**src/sv/oets_pkg.sv**
```systemverilog
// ----------------------------------------------------------------------------
// oets_pkg
// Shared types and constants for the odd-even transposition sort core.
// ----------------------------------------------------------------------------
package oets_pkg;

   localparam int DATA_WIDTH           = 32;
   localparam int MAX_ELEMENTS_DEFAULT = 16;

   // what every cell of the row does in a cycle
   typedef enum logic [1:0] {
      CELL_HOLD,
      CELL_SHIFT_UP,
      CELL_SHIFT_DOWN,
      CELL_EXCHANGE
   } cell_op_type;

   typedef struct packed {
      cell_op_type op;
      logic        phase_odd;   // exchange pairs (1,2),(3,4).. when set, else (0,1),(2,3)..
   } cell_cmd_type;

   typedef enum logic [1:0] {
      ST_LOAD,
      ST_SORT_ODD,
      ST_SORT_EVEN,
      ST_EMIT
   } sort_state_type;

endpackage

```
**src/sv/oets_cell.sv**
```systemverilog
// ----------------------------------------------------------------------------
// oets_cell
// One slot of the sorting row: holds an element and its valid flag, and
// trades with its neighbours on load, compare-exchange and drain.
// ----------------------------------------------------------------------------
module oets_cell #(
   parameter int CELL_INDEX = 0
) (
   input  logic                                clock,
   input  logic                                reset,
   input  oets_pkg::cell_cmd_type              cmd,
   input  logic signed [oets_pkg::DATA_WIDTH-1:0] left_data,
   input  logic                                left_valid,
   input  logic                                left_swap,
   input  logic signed [oets_pkg::DATA_WIDTH-1:0] right_data,
   input  logic                                right_valid,
   output logic signed [oets_pkg::DATA_WIDTH-1:0] data,
   output logic                                valid,
   output logic                                swap
);
   import oets_pkg::*;

   localparam logic IS_ODD = 1'(CELL_INDEX % 2);

   logic signed [DATA_WIDTH-1:0] data_ff, data_in;
   logic                         valid_ff, valid_in;
   logic                         is_lower;

   // lower member of its pair in the current phase
   assign is_lower = (IS_ODD == cmd.phase_odd);
   assign swap     = valid_ff & right_valid & (data_ff > right_data);

   always_comb begin
      data_in  = data_ff;
      valid_in = valid_ff;
      case (cmd.op)
         CELL_SHIFT_UP: begin
            data_in  = left_data;
            valid_in = left_valid;
         end
         CELL_SHIFT_DOWN: begin
            data_in  = right_data;
            valid_in = right_valid;
         end
         CELL_EXCHANGE: begin
            if (is_lower && swap) begin
               data_in = right_data;
            end else if (!is_lower && left_swap) begin
               data_in = left_data;
            end
         end
         default: begin
            data_in  = data_ff;
            valid_in = valid_ff;
         end
      endcase
   end

   always_ff @(posedge clock) begin
      if (reset) begin
         valid_ff <= 1'b0;
      end else begin
         valid_ff <= valid_in;
      end
   end

   always_ff @(posedge clock) begin
      data_ff <= data_in;
   end

   assign data  = data_ff;
   assign valid = valid_ff;

endmodule

```
**src/sv/odd_even_transposition_sort_core.sv**
```systemverilog
// ----------------------------------------------------------------------------
// odd_even_transposition_sort_core
// Loads a set of signed words, sorts them ascending, streams them back out.
// ----------------------------------------------------------------------------
// Usage:
//   req_*  : one signed 32-bit word per handshake; req_tlast closes the set.
//            Words arriving once the row of MAX_ELEMENTS cells is full are
//            dropped (the word carrying tlast too) and the run is flagged.
//   rsp_*  : the stored words in ascending order, rsp_tlast on the final
//            one, rsp_tuser high on every word of a run that dropped input.
//   Load   : each accepted word shifts into cell 0 and the row moves up behind it.
//   Sort   : rounds of an odd-pair phase then an even-pair phase, repeated
//            until a round makes no exchange.
//   Emit   : one word per cycle straight from cell 0 while rsp_tready is
//            high; the row shifts down behind it.
//   Load and drain are serial. One set at a time: req_tready is low from the
//   tlast word until the final result is taken. Reset empties the row and
//   returns to loading. A stalled receiver simply holds the row; nothing is
//   lost.
// ----------------------------------------------------------------------------
module odd_even_transposition_sort_core #(
   parameter int MAX_ELEMENTS = oets_pkg::MAX_ELEMENTS_DEFAULT
) (
   input  logic        clock,
   input  logic        reset,
   input  logic        req_tvalid,
   output logic        req_tready,
   input  logic [31:0] req_tdata,   // [31:0] value
   input  logic        req_tlast,   // last_in
   output logic        rsp_tvalid,
   input  logic        rsp_tready,
   output logic [31:0] rsp_tdata,   // [31:0] sorted_value
   output logic        rsp_tlast,   // last_out
   output logic        rsp_tuser    // dropped
);
   import oets_pkg::*;

   sort_state_type state_ff, state_in;
   logic           overflow_ff, overflow_in;
   logic           round_swap_ff, round_swap_in;
   cell_cmd_type   cmd;

   logic signed [DATA_WIDTH-1:0] cell_data  [MAX_ELEMENTS];
   logic                         cell_valid [MAX_ELEMENTS];
   logic                         cell_swap  [MAX_ELEMENTS];

   logic req_accept, rsp_accept, row_full, phase_swap;

   assign row_full   = cell_valid[MAX_ELEMENTS-1];
   assign req_accept = req_tvalid & req_tready;
   assign rsp_accept = rsp_tvalid & rsp_tready;

   // the cell row: cell 0 faces both channels, the top cell sees an empty right
   for (genvar i = 0; i < MAX_ELEMENTS; i++) begin : g_cell
      logic signed [DATA_WIDTH-1:0] l_data, r_data;
      logic                         l_valid, l_swap, r_valid;
      if (i == 0) begin : g_first
         assign l_data  = $signed(req_tdata);
         assign l_valid = 1'b1;
         assign l_swap  = 1'b0;
      end else begin : g_inner
         assign l_data  = cell_data[i-1];
         assign l_valid = cell_valid[i-1];
         assign l_swap  = cell_swap[i-1];
      end
      if (i == MAX_ELEMENTS - 1) begin : g_top
         assign r_data  = '0;
         assign r_valid = 1'b0;
      end else begin : g_below
         assign r_data  = cell_data[i+1];
         assign r_valid = cell_valid[i+1];
      end
      oets_cell #(.CELL_INDEX(i)) u_cell (
         .clock       (clock),
         .reset       (reset),
         .cmd         (cmd),
         .left_data   (l_data),
         .left_valid  (l_valid),
         .left_swap   (l_swap),
         .right_data  (r_data),
         .right_valid (r_valid),
         .data        (cell_data[i]),
         .valid       (cell_valid[i]),
         .swap        (cell_swap[i])
      );
   end

   // any exchange among the pairs active in this phase
   always_comb begin
      phase_swap = 1'b0;
      for (int i = 0; i < MAX_ELEMENTS; i++) begin
         if (1'(i % 2) == cmd.phase_odd) begin
            phase_swap = phase_swap | cell_swap[i];
         end
      end
   end

   // next state
   always_comb begin
      state_in = state_ff;
      case (state_ff)
         ST_LOAD: begin
            if (req_accept && req_tlast) begin
               state_in = ST_SORT_ODD;
            end
         end
         ST_SORT_ODD: begin
            state_in = ST_SORT_EVEN;
         end
         ST_SORT_EVEN: begin
            state_in = (round_swap_ff | phase_swap) ? ST_SORT_ODD : ST_EMIT;
         end
         ST_EMIT: begin
            if (rsp_accept && rsp_tlast) begin
               state_in = ST_LOAD;
            end
         end
         default: state_in = ST_LOAD;
      endcase
   end

   // outputs and row command
   always_comb begin
      cmd.op        = CELL_HOLD;
      cmd.phase_odd = 1'b0;
      req_tready    = 1'b0;
      rsp_tvalid    = 1'b0;
      overflow_in   = overflow_ff;
      round_swap_in = round_swap_ff;
      case (state_ff)
         ST_LOAD: begin
            req_tready = 1'b1;
            if (req_accept) begin
               if (row_full) begin
                  overflow_in = 1'b1;       // drop the word, flag the run
               end else begin
                  cmd.op = CELL_SHIFT_UP;
               end
            end
         end
         ST_SORT_ODD: begin
            cmd.op        = CELL_EXCHANGE;
            cmd.phase_odd = 1'b1;
            round_swap_in = phase_swap;     // a new round starts here
         end
         ST_SORT_EVEN: begin
            cmd.op        = CELL_EXCHANGE;
            cmd.phase_odd = 1'b0;
         end
         ST_EMIT: begin
            rsp_tvalid = 1'b1;
            if (rsp_tready) begin
               cmd.op = CELL_SHIFT_DOWN;
               if (rsp_tlast) begin
                  overflow_in = 1'b0;
               end
            end
         end
         default: begin
            cmd.op = CELL_HOLD;
         end
      endcase
   end

   always_ff @(posedge clock) begin
      if (reset) begin
         state_ff      <= ST_LOAD;
         overflow_ff   <= 1'b0;
         round_swap_ff <= 1'b0;
      end else begin
         state_ff      <= state_in;
         overflow_ff   <= overflow_in;
         round_swap_ff <= round_swap_in;
      end
   end

   // cell 0 is the output register; the final word has nothing behind it
   assign rsp_tdata = cell_data[0];
   assign rsp_tlast = ~cell_valid[1];
   assign rsp_tuser = overflow_ff;

endmodule

```
**config.mk**
```make
export PLATFORM = sky130hd
export DESIGN_NAME = odd_even_transposition_sort_core
export DESIGN_NICKNAME = d
export VERILOG_FILES = /design/src/sv/oets_pkg.sv /design/src/sv/oets_cell.sv /design/src/sv/odd_even_transposition_sort_core.sv
export SDC_FILE = /design/constraint.sdc
export NUM_CORES = 2
export LEC_CHECK = 0
export BUFFER_PORTS_ARGS = -buffer_cell sky130_fd_sc_hd__buf_2
export CAP_MARGIN = 20
export CORE_UTILIZATION = 36
export CTS_CLUSTER_DIAMETER = 80
export DETAILED_ROUTE_END_ITERATION = 10
export PLACE_DENSITY_LB_ADDON = 0.15
export SYNTH_ARGS = -nofsm -noshare
export SYNTH_HDL_FRONTEND = slang
export SYNTH_SLANG_ARGS = --single-unit
```
**constraint.sdc**
```tcl
create_clock -name clock -period 6 [get_ports clock]
set_input_delay 0.3 -clock clock [delete_from_list [all_inputs] [get_ports clock]]
set_output_delay 0.3 -clock clock [all_outputs]
set_load 0.01 [all_outputs]
```
# == Word level (Yosys, flattened, before mapping) ==
# Cells that the tools add are included.
# totals
reg_bits,532
in_bits,37
output_inout_bits,36
word_cells,269
# classes
order_cmp,15
eq_ne,28
muxes,93
bitwise_logic,49
n_reduce_logical,49
# op_table
op,count
case mux 32 bit (3 select lines),16
two-way mux 32 bit,30
> comparator 32 bit,15
!= test 3 x 1 -> 1 bit (second input constant),14
case mux 1 bit (2 select lines),17
AND reduction 2 bit,17
bitwise AND 1 bit,32
logical AND 1 bit,25
two-way mux 1 bit,24
OR 1 bit,15
!= test 2 bit (second input constant),5
== test 2 bit (second input constant),4
two-way mux 2 bit,4
case mux 2 bit (4 select lines),1
!= test 2 x 1 -> 1 bit (second input constant),3
case mux 2 bit (3 select lines),1
AND reduction 5 bit,1
== test 2 x 1 -> 1 bit (second input constant),2
nonzero test 2 bit,2
nonzero test 3 bit,1
zero test 2 bit,1
inverter 1 bit,2
OR reduction 2 bit,1
zero test 1 bit,1

# == Depth between registers and ports, before layout ==
# depth
ltp_word,34
ltp_mapped,13
ltp_nobuf,11

# == Hierarchy ==
# Synthesis repeated with hierarchy kept, for this count alone.
# unflattened
cells_unflattened,4289
hier_area_um2,42110.4
# by_module_without_submodules
module,instances,cells_per_inst,area_each_um2,seq_area_each_um2
oets_cell at g_cell[0].u_cell ...,8,264,2618.8,980.9
oets_cell at g_cell[11].u_cell ...,7,266,2590.0,980.9
oets_cell at g_cell[9].u_cell,1,272,2686.3,980.9
odd_even_transposition_sort_core,1,43,344.1,80.1

# == Worst setup path before layout ==
# No wires, ideal clock.
# synth_path
path_type,register -> register
startpoint,register g_cell[9].u_cell.data_ff[1]
endpoint,register g_cell[9].u_cell.data_ff[0] (enable)
setup_time_ns,0.432
arrival_ns,4.192
required_ns,5.568
setup_slack_ns,1.376
stages_incl_launch_ff,11
path_buffers,1
period_less_slack_ns,4.624
cell_sequence,edfxtp_1 ha_1 nor2b_1 o211ai_1 a2111oi_0 o31a_1 nor4_1 mux2i_2 buf_2 nor2_1 a21oi_1
# synth_via
elab_chain_cells,5
elab_cells_between_ends,8
classes_between,order compare (2); eq/ne (1); bitwise (2); reduce/logical (3)
# synth_rtl
item,line_no,text
from (decl),oets_cell.sv:25,"logic signed [DATA_WIDTH-1:0] data_ff, data_in;"
from (signal assigned),oets_cell.sv:68,data_ff <= data_in;
> comparator 32 bit,oets_cell.sv:31,assign swap = valid_ff & right_valid & (data_ff > right_data);
bitwise AND 1 bit,oets_cell.sv:31,
logical AND 1 bit (on tied branches),"oets_cell.sv:48, oets_cell.sv:46",
!= test 3 x 1 -> 1 bit (no line) (*),n/a,
AND reduction 2 bit (no line) (*),n/a,
# Every way passes the cells marked *; elsewhere a longest branch is shown, timed or not.
# A chain may end at the register's enable or synchronous reset.

# == Worst setup path after layout ==
# layout_path
startpoint,register g_cell[2].u_cell.data_ff[5]
endpoint,register g_cell[1].u_cell.data_ff[25] (enable)
# layout_via
elab_chain_cells,5
# layout_rtl
item,line_no,text
from (decl),oets_cell.sv:25,
from (signal assigned),oets_cell.sv:68,
> comparator 32 bit,oets_cell.sv:31,
bitwise AND 1 bit,oets_cell.sv:31,
logical AND 1 bit,oets_cell.sv:46,if (is_lower && swap) begin
!= test 3 x 1 -> 1 bit (no line),n/a,
AND reduction 2 bit (no line),n/a,
to (signal assigned),oets_cell.sv:68,
to (decl),oets_cell.sv:25,
# No other way between the ends.

==> summary.md <==
| Metric | Value |
|---|---|
| Critical Path Fanout Max | `33` |
| Initial Util | `36.6%` |
| Yosys cell types | `74` |
| Top_reg_cell synth | `sky130_fd_sc_hd__edfxtp_1` |
| Synthesized net count | `4,041` |
| Pin count of the biggest net entering global routing | `140` |
| Total of flip-flops plus latches after synthesis | `532` |
| Worst clock skew on the final layout | `0.0251 ns` |
| Clock transition at path regs | `0.06 ns` |
| Initial DRC Count | `2,207` |
| Post-Syn Area per Cell | `10.5 um2` |
| Maximum clock frequency | `226 MHz` |
| Number of cell rows | `116` |
| Worst slew margin relative to its limit | `22.8%` |
| Class of the most critical hold timing path | `in -> reg` |
| Count of hold buffers inserted by post-cts repair | `32` |
| Wire length of the first global-routing pass | `167,000 um` |
| Portion of the clock cycle consumed by the worst path in the final layout | `73.9%` |
| Last weighted congestion value of the routability-driven placer | `0.806` |
| IO Count | `73` |
| Number of sinks handled by clock tree synthesis | `532` |
| P&R area growth vs syn | `12.3%` |
| Vias after detailed routing | `27,800` |
| Most used cells in the layout excluding fill and tap cells | `sky130_fd_sc_hd__inv_1 (514), sky130_fd_sc_hd__edfxtp_1 (512), sky130_fd_sc_hd__ha_1 (486)` |
| Count of nets after finishing | `4,114` |
| Overflow left after global routing | `0` |
| Number of buffers on the longest clock path | `3` |
| Most area-consuming cells after synthesis | `sky130_fd_sc_hd__edfxtp_1 (42%), sky130_fd_sc_hd__ha_1 (17%), sky130_fd_sc_hd__a22o_1 (5.9%)` |
| Setup crit end kind | `register` |
| Pin slew with the least headroom to its limit | `1.15 ns` |
| Number of violations of the max-capacitance limit | `0` |
| Number of global-route vias before repair | `26,900` |
| First drt pass iteration count | `6` |
| Global Route Usage Sum | `20.5%` |
| Number of buffers inserted by post-CTS setup repair | `0` |
| Final period demand of the worst path | `4.43 ns` |
| CP Data Required Time | `6.25 ns` |
| Maximum level of the CTS H-tree | `3` |
| Detailed-route wire length | `106,000 um` |
| Setup repair after global routing missed its margin | `false` |
| Die boundary width | `322 um` |
| Mapped Area | `36,800 um2` |
| Antenna cell count | `0` |
| Library cell occupying the most area in the post-synthesis netlist | `sky130_fd_sc_hd__edfxtp_1` |
| Kind of launch point of the worst setup path | `register` |
| Sequential-to-total area share from yosys stat | `42.9%` |
| Placeable core area | `101,000 um2` |
| Clock buffer count from CTS | `68` |
| Fraction of final layout cells with drive strength greater than 1 | `7.32%` |
| Clock insertion delay at the later pin of the skew report | `0.62 ns` |
| Startpoint-to-endpoint class of the critical path | `reg -> reg` |
| Accumulated negative setup slack | `0 ns` |
| FILL cells | `9,720` |
| IO Port Bufs | `72` |
| Warnings, synthesis | `0` |
| Total DRC errors in the routed layout | `0` |
| Remaining antenna violation count | `0` |
| Most common cell after layout, fill and taps aside | `sky130_fd_sc_hd__inv_1` |
| Root buffer selected by CTS | `sky130_fd_sc_hd__clkbuf_16` |
| Number of instances in the synthesized netlist | `3,517` |
| Count of final max-slew check failures | `0` |
| Async SR Flop Fraction | `0%` |
| Data arrival time of the critical path | `4.68 ns` |
| Yosys top cell area share | `41.8%` |
| Post-cts gate resize count | `0` |
| Final setup viols | `0` |
| Result of the run | `complete, no violations` |
| Die Outline Area | `103,000 um2` |
| Final HPWL DP | `76,400 um` |
| Overall die height | `322 um` |
| Average wire per cell in the routed design | `21.3 um` |
| Average vias per placed instance | `5.57` |
| TritonCTS clock tree | `built` |
| Antenna violations before repair | `0` |
| Post-synth EDFFs | `512` |
| Total count of hold-check failures in the final report | `0` |
==> routing by layer <==
layer	up-vias	track usage (%)	wire length, um
li1	13400	-	-
met3	114	2.41	4570
met4	0	5.11	1920
met2	584	30.8	46200
met1	13700	30.8	53700
met5	-	0	0
==> flip-flops by register name, indices dropped and copies added, names as in the netlist <==
| signal | flops |
|---|---|
| state_ff | 2 |
| g_cell.u_cell.data | 512 |
| g_cell.u_cell.valid | 16 |
| round_swap_ff | 1 |
| rsp_tuser | 1 |
==> final timing paths <==
kind                            startpoint                        end  slack [ns]  cells after the start
setup reg to reg  g_cell[2].u_cell.data[5]  g_cell[1].u_cell.data[25]        1.57                     11
hold / removal                       reset                  rsp_tuser        0.11                      2
hold reg to reg                  rsp_tuser                  rsp_tuser        0.52                      2
setup / recovery  g_cell[2].u_cell.data[5]  g_cell[1].u_cell.data[25]        1.57                     11
==> area by class of cell <==
| class | count | area [um2] | area share, % |
|---|---|---|---|
| repair buffers | 158 | 1140 | 2.77 |
| inverters | 516 | 1940 | 4.70 |
| flip-flops and latches | 532 | 15800 | 38.2 |
| clock inverters | 28 | 231 | 0.561 |
| well taps | 1357 | 1700 | 4.11 |
| clock buffers | 88 | 1830 | 4.43 |
| multi-input cells | 2314 | 18700 | 45.2 |
==> metrics by stage <==
stage	utilization, %	setup slack [ns]	cells	area, um2	hold slack (ns)
CTS	41.0	1.62	4992	41300	0.0848
global placement	38.6	1.63	4843	38900	0.516
detailed placement	38.7	1.61	4844	38900	0.518
floorplan	-	1.38	3517	36800	0.466
finish	41.0	1.57	4993	41300	0.111
global route	41.0	1.36	4993	41300	0.116
==> critical path: stages (launching register included) <==
cell	delay, ns
sky130_fd_sc_hd__edfxtp_1	0.46
sky130_fd_sc_hd__inv_1	0.07
sky130_fd_sc_hd__ha_1	0.29
sky130_fd_sc_hd__a21oi_1	0.15
sky130_fd_sc_hd__o21ai_0	0.11
sky130_fd_sc_hd__a221oi_1	0.55
sky130_fd_sc_hd__a31oi_1	0.23
sky130_fd_sc_hd__nor4_1	0.55
sky130_fd_sc_hd__mux2i_4	0.34
sky130_fd_sc_hd__buf_4	0.58
sky130_fd_sc_hd__a21o_1	0.21
sky130_fd_sc_hd__buf_4	0.45
==> cells by family (layout without fill, tap and decap cells) <==
kind of cell,Yosys count,count (layout),share of synthesized area (%)
adders and majority gates,487,487,16.6
xor gates and xnor gates,6,6,0.163
muxes,219,219,6.02
buffers and inverters,671,790,7.02
AOI/OAI and AO/OA,1103,1103,20.4
and+or+nand+nor,499,499,6.91
DFF,532,532,42.9
==> cells in the mapped netlist, drive strengths merged (83+ instances only) <==
master	number
a21oi	182
a22o	247
a22oi	199
clkbuf	117
edfxtp	512
ha	487
inv	514
mux2i	216
nand2	153
nand4	83
nor2	97
o21ai	310
Power is not shown: default switching activity piles up to over one toggle a cycle in this logic, so the estimate is an artifact.
